==> config.mk <==
export PLATFORM = sky130hd
export DESIGN_NAME = dtrc_lane
export DESIGN_NICKNAME = d
export VERILOG_FILES = /design/src/hw/rtl/dtrc_pkg.sv /design/src/hw/rtl/dtrc_lane.sv
export SDC_FILE = /design/constraint.sdc
export NUM_CORES = 1
export LEC_CHECK = 0
export BUFFER_PORTS_ARGS = -buffer_cell sky130_fd_sc_hd__buf_2
export CAP_MARGIN = 20
export CORE_ASPECT_RATIO = 0.7
export CORE_MARGIN = 3
export CORE_UTILIZATION = 65
export CTS_BUF_LIST = sky130_fd_sc_hd__clkbuf_16
export DETAILED_ROUTE_END_ITERATION = 7
export PLACE_DENSITY_LB_ADDON = 0.3
export SLEW_MARGIN = 20
export SYNTH_ARGS = -nofsm -noshare
export SYNTH_HDL_FRONTEND = slang
export SYNTH_SLANG_ARGS = --single-unit
==> constraint.sdc <==
create_clock -name clk -period 7.9 [get_ports clk]
set_input_delay 0.395 -clock clk [delete_from_list [all_inputs] [get_ports clk]]
set_output_delay 0.395 -clock clk [all_outputs]
set_load 0.02 [all_outputs]
==> src/hw/rtl/dtrc_pkg.sv <==
// Package for the dimuon road cut block: pipeline depth, field widths,
// register indexes, cut result codes and the per-road summary struct.
// No dependencies.
package dtrc_pkg;

    // Pipeline depth from input beat to output register.
    localparam int NUM_STAGES = 5;

    // Fixed field widths.
    localparam int SLOPE_W = 16;
    localparam int DEPTH_W = 10;
    localparam int HITS_W  = 4;
    localparam int MSLOPE_W = 15;
    localparam int COS_W   = 16;
    localparam int CFG_W   = 16;
    localparam int MAG_W   = 32;

    // One in Q3.12, squared (2^24).
    localparam logic [MAG_W-1:0] ONE_SQ = 32'd16777216;

    // Configuration register indexes.
    typedef enum logic [1:0] {
        REG_DEPTH_THRESHOLD = 2'd0,
        REG_MIN_HIT_COUNT   = 2'd1,
        REG_MIN_SLOPE       = 2'd2,
        REG_COS_ANGLE_LIMIT = 2'd3
    } cfg_reg_t;

    // First failing cut.
    typedef enum logic [2:0] {
        REASON_PASS  = 3'd0,
        REASON_DEPTH = 3'd1,
        REASON_HITS  = 3'd2,
        REASON_SLOPE = 3'd3,
        REASON_ANGLE = 3'd4
    } reason_t;

    // What one road lane found.
    typedef struct packed {
        logic             depth_ok;
        logic             count_ok;
        logic             slope_ok;
        logic [MAG_W-1:0] mag;
    } lane_res_t;

endpackage

==> src/hw/rtl/dtrc_lane.sv <==
// One road lane: depth, hit count and slope magnitude cuts for one track.
// Two pipeline stages driven by stage enables from the top level.
// Depends on dtrc_pkg.
module dtrc_lane
    import dtrc_pkg::*;
#(
    parameter int PATTERN_BITS = 10
)
(
    input  logic                      clk,
    input  logic [1:0]                en,
    input  logic [PATTERN_BITS-1:0]   pattern,
    input  logic signed [SLOPE_W-1:0] slope_x,
    input  logic signed [SLOPE_W-1:0] slope_y,
    input  logic [DEPTH_W-1:0]        depth_threshold,
    input  logic [HITS_W-1:0]         min_hit_count,
    input  logic [2*MSLOPE_W-1:0]     min_slope_sq,
    output lane_res_t                 res
);

    localparam int CNT_W  = $clog2(PATTERN_BITS + 1);
    localparam int DCMP_W = (PATTERN_BITS > DEPTH_W) ? PATTERN_BITS : DEPTH_W;
    localparam int HCMP_W = (CNT_W > HITS_W) ? CNT_W : HITS_W;

    logic [CNT_W-1:0]        ones;
    logic signed [2*SLOPE_W-1:0] prod_x;
    logic signed [2*SLOPE_W-1:0] prod_y;
    logic [MAG_W-2:0]        sq_x_reg;
    logic [MAG_W-2:0]        sq_y_reg;
    logic                    depth_ok_reg;
    logic                    count_ok_reg;
    logic [MAG_W-1:0]        mag;
    lane_res_t               res_reg;

    // Count the set plane bits of the pattern.
    always_comb
    begin
        ones = '0;
        for (int i = 0; i < PATTERN_BITS; i++)
        begin
            ones = ones + CNT_W'(pattern[i]);
        end
    end

    assign prod_x = slope_x * slope_x;
    assign prod_y = slope_y * slope_y;

    // First stage: squares of the slopes and the pattern cuts.
    always_ff @(posedge clk)
    begin
        if (en[0])
        begin
            sq_x_reg     <= prod_x[MAG_W-2:0];
            sq_y_reg     <= prod_y[MAG_W-2:0];
            depth_ok_reg <= DCMP_W'(pattern) >= DCMP_W'(depth_threshold);
            count_ok_reg <= HCMP_W'(ones) >= HCMP_W'(min_hit_count);
        end
    end

    // Second stage: squared magnitude against the squared minimum slope.
    assign mag = {1'b0, sq_x_reg} + {1'b0, sq_y_reg};

    always_ff @(posedge clk)
    begin
        if (en[1])
        begin
            res_reg.depth_ok <= depth_ok_reg;
            res_reg.count_ok <= count_ok_reg;
            res_reg.slope_ok <= mag >= MAG_W'(min_slope_sq);
            res_reg.mag      <= mag;
        end
    end

    assign res = res_reg;

endmodule

* After elaboration in Yosys (flattened, before gate mapping) *
Cells that the tools add are included.

word-level totals
  flip-flop bits (word level) = 99
  input bits = 89

operators by class
  add/sub/neg operators = 10
  order comparisons = 3
  $mul = 2

operators with widths
  cell                                          number
  multiplier 16 x 16 -> 31 bit                  2
  adder 31 x 31 -> 32 bit                       1
  greater-or-equal comparator 32 x 30 -> 1 bit  1
  adder 4 x 1 -> 4 bit                          6
  greater-or-equal comparator 10 bit            1
  adder 3 x 1 -> 4 bit                          1
  greater-or-equal comparator 4 bit             1
  adder 2 x 1 -> 3 bit                          1
  adder 1 x 1 -> 2 bit                          1

* Logic depth before layout (Yosys ltp) *
Gate-level depths: netlist (run 1).

  word-level depth = 10
  depth in mapped cells = 24
  mapped depth without buffers = 23

* Least setup slack after synthesis (run 1) *
Ideal clock, no wire load.

  path kind = input port to flip-flop
  start point = in slope_x[15]
  end point = reg sq_x_reg[29], data pin
  setup time = 0.262 ns
  arrival = 6.048 ns
  slack = 1.589 ns
  path buffers = 2
  data required time = 7.638 ns
  stages on the path = 23
  cells stage by stage = clkbuf_1 > inv_1 > clkbuf_1 > nor2_1 > fa_1 > inv_1 > fa_1 > inv_1 > fa_1 > fa_1 > fa_1 > inv_1 > fa_1 > inv_1 > ha_1 > o21ai_0 > nand2b_1 > a31oi_1 > o21a_1 > nor2_1 > a221oi_1 > a21oi_1 > xor2_1

between the ends
  cells in the longest elaborated chain, start to end = 1

RTL lines
  item                          RTL line         RTL
  from (decl)                   dtrc_lane.sv:13  input logic signed [SLOPE_W-1:0] slope_x,
  multiplier 16 x 16 -> 31 bit  dtrc_lane.sv:45  assign prod_x = slope_x * slope_x;
  via prod_x[29]                dtrc_lane.sv:26  logic signed [2*SLOPE_W-1:0] prod_x;
  to (signal assigned)          dtrc_lane.sv:53  sq_x_reg <= prod_x[MAG_W-2:0];
  to (decl)                     dtrc_lane.sv:28  logic [MAG_W-2:0] sq_x_reg;

The timed path passes the listed nets, and every way through them passes these cells.
A chain may end at the register's enable or synchronous reset.

* Worst setup path in the final report (run 1) *
Same ends and word-level chain as after synthesis.

==> results of run 1 <==
==> synthesized netlist by cell type (12+ instances only) <==
library cell  instances  share of area
o21ai_0              37         0.0081
nand3_1              17         0.0037
ha_1                248           0.14
xnor2_1              79          0.030
and2_1               65          0.018
edfxtp_1             97           0.13
a21oi_1              56          0.012
nor2b_1              13         0.0036
nor2_1              117          0.019
nand2_1             177          0.029
clkbuf_1             46         0.0076
o21a_1               12         0.0039
a21o_1               40          0.013
nand2b_1             18         0.0049
inv_1               702           0.12
xor2_1               29          0.011
fa_1                463           0.41
nor3_1               16         0.0035
==> stage by stage <==
step / worst slack (ns) / area (µm²) / hold WS (ns) / cells / util
2_1_floorplan: 1.59 / 22900 / 0.400 / 2366 / -
3_3_place_gp: 1.24 / 23900 / 0.403 / 2906 / 0.701
3_5_place_dp: 1.07 / 23900 / 0.405 / 2906 / 0.701
4_1_cts: 1.41 / 24200 / 0.422 / 2922 / 0.711
5_1_grt: 0.943 / 24200 / 0.425 / 2922 / 0.711
6_report: 1.39 / 24200 / 0.422 / 2922 / 0.711
==> layer usage <==
layer  vias up  routed length [µm]
li1       7316                   -
met3        87                4060
met4         0                1520
met1      7934               20600
met5         -                   0
met2       560               22700
==> cell families (layout without fill, tap and decap cells) <==
kind of cell | Yosys count | after routing
xor+xnor | 108 | 108
flops | 97 | 97
compound gates | 225 | 225
fa+ha+maj | 711 | 711
simple gates | 468 | 468
buf+inv | 755 | 847
mux | 2 | 2
==> worst paths after layout <==
kind	cells past startpoint	from	slack, ns	end
max	22	slope_x[15]	1.39	sq_x_reg[29]$_DFFE_PP_
min reg2reg	0	count_ok_reg$_DFFE_PP_	0.42	res[33]$_DFFE_PP_
min	0	count_ok_reg$_DFFE_PP_	0.42	res[33]$_DFFE_PP_
max reg2reg	15	sq_x_reg[8]$_DFFE_PP_	3.18	res[32]$_DFFE_PP_
==> final cells by class <==
type,count,area (µm²)
repair buffers,125,631
clock buffers,9,225
well taps,464,581
fillers,2546,9830
inverters,706,2650
clock inverters,7,119
multi-input cells,1514,17100
flip-flops and latches,97,2910
==> metrics, run 1 <==
Synth Net Count=3166; Rows=56; asr flop ratio synth=0; GR Layer Usage met3=0.0526; final net count=3253; Layout area overhead=5.91%; crit-path leading delay family=adder cells; post-layout min period=6.51 ns; post-synthesis mux area share=0.000985; met1 Use GR=0.389; worst path cell trace=buf_2 > inv_1 > nor2_1 > fa_1 > inv_1 > fa_1 > inv_1 > fa_1 > fa_1 > fa_1 > inv_1 > fa_1 > inv_1 > ha_1 > o21ai_0 > nand2b_1 > a31oi_1 > o21a_1 > nor2_1 > a221oi_1 > a21oi_1 > xor2_1; first drt pass iteration count=5; Fin Clk Skew=0.0102 ns; n_diodes=0; Fin Setup TNS=0 ns; register area share after synthesis=0.127; buffer count from post-CTS setup fixing=0; Via Count=15.9k; final-report setup violation count=0; Peak Freq=154 MHz; Avg Inst Size Synth=9.67 µm²; most used cell along the critical path=fa_1; Overall Global Routing Usage=0.277; worst stage delay on the critical path=0.74 ns; hpwl dp=42200 µm; Slew Viols, Final=0; Cell variety after synth=67; starting DRC count in detailed routing=1104; CTS tree=built; H-Tree Depth=3; CP bufs+invs=6; layout cell share with drive strength beyond 1=0.0716; Die Footprint=37500 µm²; clk sink count=97; Synth Area in Compound Gates=0.0691; Slew Limit Headroom=0.377; Crit Path Class=in -> reg; Setup crit end kind=flip-flop; Core Region=34100 µm²; MaxCap Viol Count=0; fin crit share=0.824; RSZ-0062 raised after global routing=no; I/O pin cnt=124; Gates resized, CTS repair=0; PortBufs=123; routing usage on met2=0.447; Final Hold Fails=0; number of remaining DRC errors=0; max reg flops=35; Clock Path Buffers=2; leading cell type in the layout, fill and taps excluded=inv_1; Post-synth top flop=edfxtp_1; simple-gate share of the synthesized area=0.0955; pin count of the biggest net entering global routing=63; Synth Area in Adders=0.541; Worst Tran Pin Value=0.935 ns; CTS clk-pin slew, worst paths=0.07 ns; die width=230 µm; register bit count reported by yosys=97; Vias/cell=5.44; wire per inst=16.7 µm; gpl congestion=0.940; number of flops mapped to enable cells by yosys=97; Root Driver=clkbuf_16; vias in the first global route=17.2k; Hold WC Path Type=reg -> reg; Worst Setup Start Kind=input port; starting density of the core=0.672; yosys synthesis warning count=0; Post-Route WL=48800 µm; initial antenna violation count=0; critical path's slowest cell=fa_1; Post-CTS Hold Fix Bufs=0; first-pass GRT wire length=82400 µm; DRT antenna net count=0; Synth Area in XOR/XNOR=0.0414; largest family of logic cells by synthesized area=adder cells; clock latency on the worst-skew pair=0.35 ns; status=finished clean; CP required=8.00 ns; CP Data Arrival Time=6.61 ns; most frequent cells in the layout=inv_1 (703), fa_1 (463), ha_1 (248); Critical Path Fanout Max=16; Num CTS Buffers=9; GRT overflow=0; die height=163 µm; global route hottest layer=met2; Mapped Area=22900 µm²; cell count after synthesis=2366
Power of run 1 is left out: the tool's default activity adds up to more than one toggle a clock period on the data nets, which glitch-free logic cannot reach.
==> run 2, diff against run 1 <==
--- a/config.mk
+++ b/config.mk
@@ -9,7 +9,7 @@
 export CAP_MARGIN = 20
 export CORE_ASPECT_RATIO = 0.7
 export CORE_MARGIN = 3
-export CORE_UTILIZATION = 65
+export CORE_UTILIZATION = 59
 export CTS_BUF_LIST = sky130_fd_sc_hd__clkbuf_16
 export DETAILED_ROUTE_END_ITERATION = 7
 export PLACE_DENSITY_LB_ADDON = 0.3
==> constraint.sdc (replaced) <==
create_clock -name clk -period 5.7 [get_ports clk]
set_input_delay 0.285 -clock clk [delete_from_list [all_inputs] [get_ports clk]]
set_output_delay 0.285 -clock clk [all_outputs]
set_load 0.02 [all_outputs]
==> run 2 against run 1 <==
Sequential cell count did not move. Final cell count rose by 11%. Die area rose by 9.8%. Final area rose by 11%. Non-clock buffer count rose by 262. Sequential share of layout area fell by 1.2 points. Via count rose by 6.9%. Core utilization rose by 0.085 points. Worst setup slack got worse by 1.4 ns. The run now ends with setup timing left. Global-route usage fell by 0.52 points.
==> metrics, run 2 (synthesized netlist as in run 1, its figures left out) <==
status=finished with violations; failing checks=setup timing; Peak Freq=175 MHz; n_diodes=0 (unchanged); critical path's slowest cell=fa_1; Slew Viols, Final=0 (unchanged); crit-path leading delay family=adder cells; Critical Path Fanout Max=6 (-10); clock latency on the worst-skew pair=0.36 ns (about the same); worst stage delay on the critical path=0.50 ns (-0.24 ns); leading cell type in the layout, fill and taps excluded=inv_1; Core Region=37700 µm² (+11%); hold wc startpoint=pattern[8]; Overall Global Routing Usage=0.272 (-0.00519); MaxCap Viol Count=0 (unchanged); first drt pass iteration count=5 (unchanged); CP required=5.90 ns (-2.10 ns); GRT overflow=0 (unchanged); most used cell along the critical path=fa_1; CP Data Arrival Time=5.92 ns (-0.69 ns); Hold Crit Depth=3 (+3); PortBufs=123 (unchanged); pin count of the biggest net entering global routing=63 (unchanged); Reg2Reg Setup Slack=0.87 ns (-2.31 ns); number of remaining DRC errors=0 (unchanged); die height=171 µm (+4.8%); FF+latch area=2910 µm² (unchanged); Setup WS post-layout=-0.0265 ns (-1.42 ns); fin crit share=1.00; area of the multi-input gates=17600 µm² (+2.8%); Crit Path Class=in -> reg; Setup crit end kind=flip-flop; CTS tree=built; Slew Limit Headroom=0.347 (-0.0296); Post-CTS Hold Fix Bufs=0 (unchanged); first-pass GRT wire length=88600 µm (+7.5%); initial antenna violation count=1 (+1); layout cell share with drive strength beyond 1=0.194 (+0.123); Worst Setup Start Kind=input port; RSZ-0062 raised after global routing=yes; max reg flops=35 (unchanged); Final Hold Fails=0 (unchanged); Reg2Reg Launch Point=sq_y_reg[8]$_DFFE_PP_; hpwl dp=46900 µm (+11%); final net count=3515 (+8.1%); Clock Path Buffers=2 (unchanged); post-layout min period=5.73 ns; Num CTS Buffers=9 (unchanged); Fin Setup TNS=-0.0265 ns (-0.0265 ns); wire per inst=16.6 µm (-0.51%); clk sink count=97 (unchanged); gpl congestion=0.926 (-1.5%); starting DRC count in detailed routing=1108 (+0.36%); final-report setup violation count=1 (+1); FF-to-FF End=res[32]$_DFFE_PP_; I/O pin cnt=124 (unchanged); Layout fillers=2813 (+10%); starting density of the core=0.606 (-0.0653); R2R cell count=15 (unchanged); H-Tree Depth=3 (unchanged); Hold WC Path Type=in -> reg; worst path cell trace=buf_2 > buf_4 > buf_4 > nand2b_1 > fa_1 > inv_1 > fa_1 > fa_1 > fa_1 > fa_1 > inv_1 > fa_1 > inv_1 > ha_1 > buf_4 > a21oi_1 > nor2b_1 > o21ai_1 > a21oi_2 > o31ai_2 > a31oi_4 > o2111a_1 > a211oi_2; CTS clk-pin slew, worst paths=0.06 ns (about the same); most frequent cells in the layout=inv_1 (691), fa_1 (453), buf_4 (254); vias in the first global route=18.7k (+8.4%); design area=26900 µm² (+11%); placed cell area=25900 µm² (+8.5%); Via Count=17.0k (+6.9%); die width=241 µm (+4.8%); Post-Route WL=53800 µm (+10%); Vias/cell=5.25 (-3.5%); Worst Tran Pin Value=0.979 ns (+0.0444 ns); Root Driver=clkbuf_16; Rows=59 (+5.4%); DRT antenna net count=0 (unchanged); Hold EP=depth_ok_reg$_DFFE_PP_; Layout area overhead=17.5%; Die Footprint=41200 µm² (+9.8%); Fin Clk Skew=0.00574 ns (-0.00448 ns); CP bufs+invs=7 (+1)
run 2: final cells by class:
class / instances / area share
Sequential cell: 97 / 0.108
Multi-Input combinational cell: 1514 / 0.655
Clock inverter: 6 / 0.00228
Clock buffer: 9 / 0.00838
Inverter: 706 / 0.0993
Tap cell: 518 / 0.0241
Timing Repair Buffer: 387 / 0.103
run 2: repair_timing:
item,4_1_cts,5_1_grt
pin swaps,1,52
buffers inserted,0,13
gates resized for setup,5,152
setup endpoints to repair,4,22
run 2: stage by stage:
step / setup WS, ns / instances / util / hold WS (ns)
final: -0.0265 / 3237 / 0.712 / 0.409
after global routing: -0.239 / 3237 / 0.712 / 0.404
after CTS: 0.00324 / 3224 / 0.695 / 0.397
after detailed placement: -0.479 / 3209 / 0.686 / 0.426
after global placement: -0.313 / 3209 / 0.686 / 0.406
after floorplan: 0.00121 / 2366 / - / 0.384
run 2: layer usage:
metal | vias up | share of wire | track usage
met1 | 8532 | 0.43 | 0.380
met3 | 85 | 0.066 | 0.0401
met2 | 542 | 0.48 | 0.446
li1 | 7838 | - | -
met4 | 2 | 0.029 | 0.0818
met5 | - | 0.00024 | 0
run 2: worst reg2reg max path, delay by kind of cell, from the launching register on:
kind                     cells  cell delay (ns)
AND/OR/NAND/NOR              5             1.27
XOR/XNOR                     1             0.34
AO/OA/AOI/OAI                7             2.10
adder cells (fa/ha/maj)      2             0.56
flip-flops                   1             0.40
run 2: how the worst max path moves through the flow:
stage	end	cells past startpoint	slack, ns	from
2_1_floorplan	sq_y_reg[29]$_DFFE_PP_	20	0.001	slope_y[6]
3_3_place_gp	sq_y_reg[29]$_DFFE_PP_	22	-0.31	slope_y[2]
3_5_place_dp	sq_y_reg[29]$_DFFE_PP_	22	-0.48	slope_y[2]
4_1_cts	sq_x_reg[25]$_DFFE_PP_	23	0.003	slope_x[6]
5_1_grt	sq_x_reg[30]$_DFFE_PP_	22	-0.24	slope_x[15]
6_report	sq_x_reg[30]$_DFFE_PP_	23	-0.03	slope_x[4]
Power of run 2 is left out for the same reason.
